===== src/tsenv_ram.sv =====
`timescale 1ns / 1ps
// tsenv_ram: generic single write port, single read port ram, registered read
// no dependencies

module tsenv_ram #(
  parameter int WIDTH = 8,
  parameter int DEPTH = 32
) (
  input  logic                     clk,
  input  logic                     we,
  input  logic [$clog2(DEPTH)-1:0] waddr,
  input  logic [WIDTH-1:0]         wdata,
  input  logic [$clog2(DEPTH)-1:0] raddr,
  output logic [WIDTH-1:0]         rdata
);

  logic [WIDTH-1:0] mem [DEPTH];

  always_ff @(posedge clk) begin
    if (we) begin
      mem[waddr] <= wdata;
    end
    rdata <= mem[raddr];
  end

endmodule

===== config.mk =====
export PLATFORM = sky130hd
export DESIGN_NAME = tsenv_ram
export DESIGN_NICKNAME = d
export VERILOG_FILES = /design/src/tsenv_ram.sv
export SDC_FILE = /design/constraint.sdc
export NUM_CORES = 1
export LEC_CHECK = 0
export BUFFER_PORTS_ARGS = -buffer_cell sky130_fd_sc_hd__buf_2
export CORE_ASPECT_RATIO = 1.4
export CORE_MARGIN = 8
export CORE_UTILIZATION = 35
export CTS_CLUSTER_DIAMETER = 200
export DETAILED_ROUTE_END_ITERATION = 16
export SYNTH_ARGS = -nofsm -noshare
export SYNTH_HDL_FRONTEND = slang
export SYNTH_SLANG_ARGS = --single-unit

===== constraint.sdc =====
create_clock -name clk -period 3.75 [get_ports clk]
set_input_delay 0.5625 -clock clk [delete_from_list [all_inputs] [get_ports clk]]
set_output_delay 0.5625 -clock clk [all_outputs]
set_load 0.005 [all_outputs]

* Word-level counts from Yosys, hierarchy flattened *
Memory sizes are Yosys's and may differ from the RTL's. A register that Yosys moved wholly into a read port is not among the register bits.
Cells that the tools add are included.

storage, ports and cells
  input bits = 20
  register bits after elaboration = 0
  latch bits = 0
  ROM bits = 0
  bits in writable memories = 256
  memories kept = 1

operators by class
  add/subtract/negate cells = 0
  magnitude comparators = 0
  reductions and logical operators = 0
  bitwise gates (word level) = 0
  equality and inequality tests = 0
  mux-type cells = 2
  shift operators = 0
  multiply operators = 0
  div/mod/pow operators = 0

memories
  memory  words  bits a word  read ports  clocked after memory_dff  wr ports  RTL line  RTL
  mem     32     8            1           1                         1         17        logic [WIDTH-1:0] mem [DEPTH];

operators by type and width
  operator          count
  1-bit 2-to-1 mux  2

* Logic depth before layout (Yosys ltp) *
  depth after elaboration = 2
  mapped depth = 5

* Least setup slack after synthesis *
Ideal clock, no wire load.

  kind = input-to-reg
  start = input raddr[2]
  end = register rdata[0] (read register of mem)
  arrival time = 2.244 ns
  stages = 5
  path buffers = 2
  slack = 1.385 ns
  cells stage by stage = clkbuf_1 -> clkbuf_1 -> mux4_2 -> mux4_2 -> mux2_2

RTL lines
  what             RTL line  RTL
  start, declared  13        input logic [$clog2(DEPTH)-1:0] raddr,
  end, declared    14        output logic [WIDTH-1:0] rdata

==> run summary <==
Worst Setup End Kind: register
Mean Syn Cell Area: 24.1 um2
Hold-fix buffers, CTS: 0
Placed Cells: 802
Die width: 159 um
Starting Density: 35.5%
Leakage: 0.00350 uW
CP bufs+invs: 2
Worst EP required: 4.15 ns
Largest net degree at the start of global routing: 54
Clock Tree Buf Depth: 3
Non-filler cells, final: 844
# port buffers: 27
Mux cell area share after synthesis: 18.8%
Seq/Total Area, Yosys: 78.1%
Die Height: 217 um
Setup CP Type: in2reg
CP max stage cell: mux4_2
Nets: 473
Worst Clk Skew: 0.00922 ns
Top post-synthesis cells by count: edfxtp_1 (256), mux4_2 (80), nor2_1 (33)
Quantity of gates resized following cts: 0
Final hold violation count: 0
DR iter-0 viols: 373
Synth Cell Area: 10100 um2
Max IR drop VDD: 256 uV
P&R area growth vs syn: 13.8%
Synth warn: 0
Most frequent CP cell: mux4_2
Max Fclk: 473 MHz
CTS Root Cell: clkbuf_16
Sum of negative setup slack: 0 ns
Power, Total: 6190 uW
Antenna diodes: 0
#FFs+latches synth: 264
Distinct cells, synth: 15
Setup Viol. Count Final: 0
CTS Buf Count: 24
Dominant cells by area after synthesis: edfxtp_1 (76%), mux4_2 (18%), dfxtp_1 (1.6%), nor2_1 (1.2%), mux2_2 (0.90%)
Syn Inst Count: 417
Final min period: 2.11 ns
Total track usage: 12.6%
Most frequent cell after synthesis: edfxtp_1
Post-synthesis simple-gate area fraction: 2.07%
Adder-cell share of the synthesized area: 0%
Worst-skew pair later-pin latency: 0.51 ns
Initial antenna violation count: 1
Placed wire-length estimate: 13900 um
TritonCTS Sinks: 264
Vias per cell: 5.11
Status: finished, final reports clean
Row count: 73
Count of pins over their slew limit: 0
Number of synthesized flops with an enable pin: 256
Routed len/inst: 25.5 um
DIE AREA: 34500 um2
Crit share post-route: 56.3%
Cell family with most CP delay: multiplexers
Compound-Gate Fraction of Synth Area: 0%
Max cap viols: 0
Worst-path clk slew: 0.06 ns
FFs w/ async S/R, synth: 0%
Syn Nets: 437
Fill cells: 2458
Delay of the slowest critical-path stage: 0.55 ns
Core ar.: 28300 um2
Share of cells above drive strength 1: 33.7%
Post CTS Setup Buffer Count: 0
Primary FF master, synth: edfxtp_1
Post-synth top area cell: edfxtp_1
Post-Synth XOR/XNOR Area: 0%
GPL Wtd Cong: 0.773
First-pass GRT wire length: 32200 um
Worst-path fanout max: 53
Number of I/O pins: 28
Hold/Removal Path Class: in2reg
CP Launch Type: input pin
RSZ-0062 raised after global routing: no
Worst EP arrival: 2.51 ns
Vias in the first global route: 4709
CTS tree: yes
Worst path cell trace: buf_2 -> buf_12 -> mux4_2 -> mux4_2 -> mux2_2
Gr ovfl total: 0
Htree depth: 1
Post-detailed-route count of antenna-violating nets: 0
Via count: 4313
1st-pass router iterations: 4
Relative slew slack: 27.5%
Worst slew pin tran: 1.08 ns
Routed wire length: 21500 um
DRC: 0
Power per standard cell area: 541 nW/um2
Largest family of logic cells by synthesized area: multiplexers
Synth top area share: 76.5%
## layout make-up
class | count | area, um2 | area share, %
clock buffers | 26 | 629 | 5.50
repair buffers | 30 | 185 | 1.62
clock inverters | 16 | 214 | 1.87
well taps | 375 | 469 | 4.10
multi-input cells | 133 | 2100 | 18.3
flip-flops and latches | 264 | 7850 | 68.6
## state kept, by name, indices dropped and copies added (netlist names)
register and count:
mem 256, rdata 8
## worst register-to-register path: cells and delay by family, from the launching register on
| family | cells | cell delay, ns |
|---|---|---|
| flops | 1 | 0.36 |
| mux | 3 | 1.37 |
## path summary, 6_finish.rpt
| kind | from | to | slack, ns | cells past startpoint |
|---|---|---|---|---|
| setup reg to reg | mem[31][6] | rdata[6] | 1.91 | 3 |
| hold / removal | raddr[3] | rdata[1] | 0.51 | 2 |
| setup / recovery | raddr[2] | rdata[6] | 1.64 | 5 |
| hold reg to reg | mem[28][1] | rdata[1] | 0.91 | 3 |
## cell families (layout without fill, tap and decap cells)
group	count (synthesis)	count (layout)
and+or+nand+nor	45	45
DFF	264	264
buffers and inverters	20	72
muxes	88	88
## layout by cell type (no fill, tap or decap), types with 2 or more instances in the layout
cell type,instances
mux4_2,80
buf_12,2
mux2_2,8
nand3b_1,5
edfxtp_1,256
buf_4,2
or3b_2,3
clkbuf_16,25
dfxtp_1,8
nand3_1,2
clkinvlp_4,3
clkinv_2,3
nor2_1,33
clkinv_1,4
bufinv_16,5
buf_2,26
## metal layers
metal	vias up	wire, um	GRT usage [%]
met5	-	0	0
met4	0	570	4.45
met3	30	849	1.48
met2	101	12300	24.1
met1	2328	7750	14.0
li1	1854	-	-
## report_power, final
part	leakage, uW	total, uW	switching (uW)	internal [uW]
Sequential	0.00237	3290	13.5	3280
Clock	0.000404	2590	1030	1560
Combinational	0.000724	303	171	131
## metrics by stage
stage          hold WS (ns)  instance area, um2  utilization, %  setup WS, ns
3_5_place_dp          0.906               10600            37.4          1.09
3_3_place_gp          0.897               10600            37.4          1.08
2_1_floorplan         0.661               10100               -          1.39
4_1_cts               0.497               11400            40.4          1.64
5_1_grt               0.506               11400            40.4          1.59
6_report              0.506               11400            40.4          1.64
Note: power is estimated with default switching activity, not from simulation.
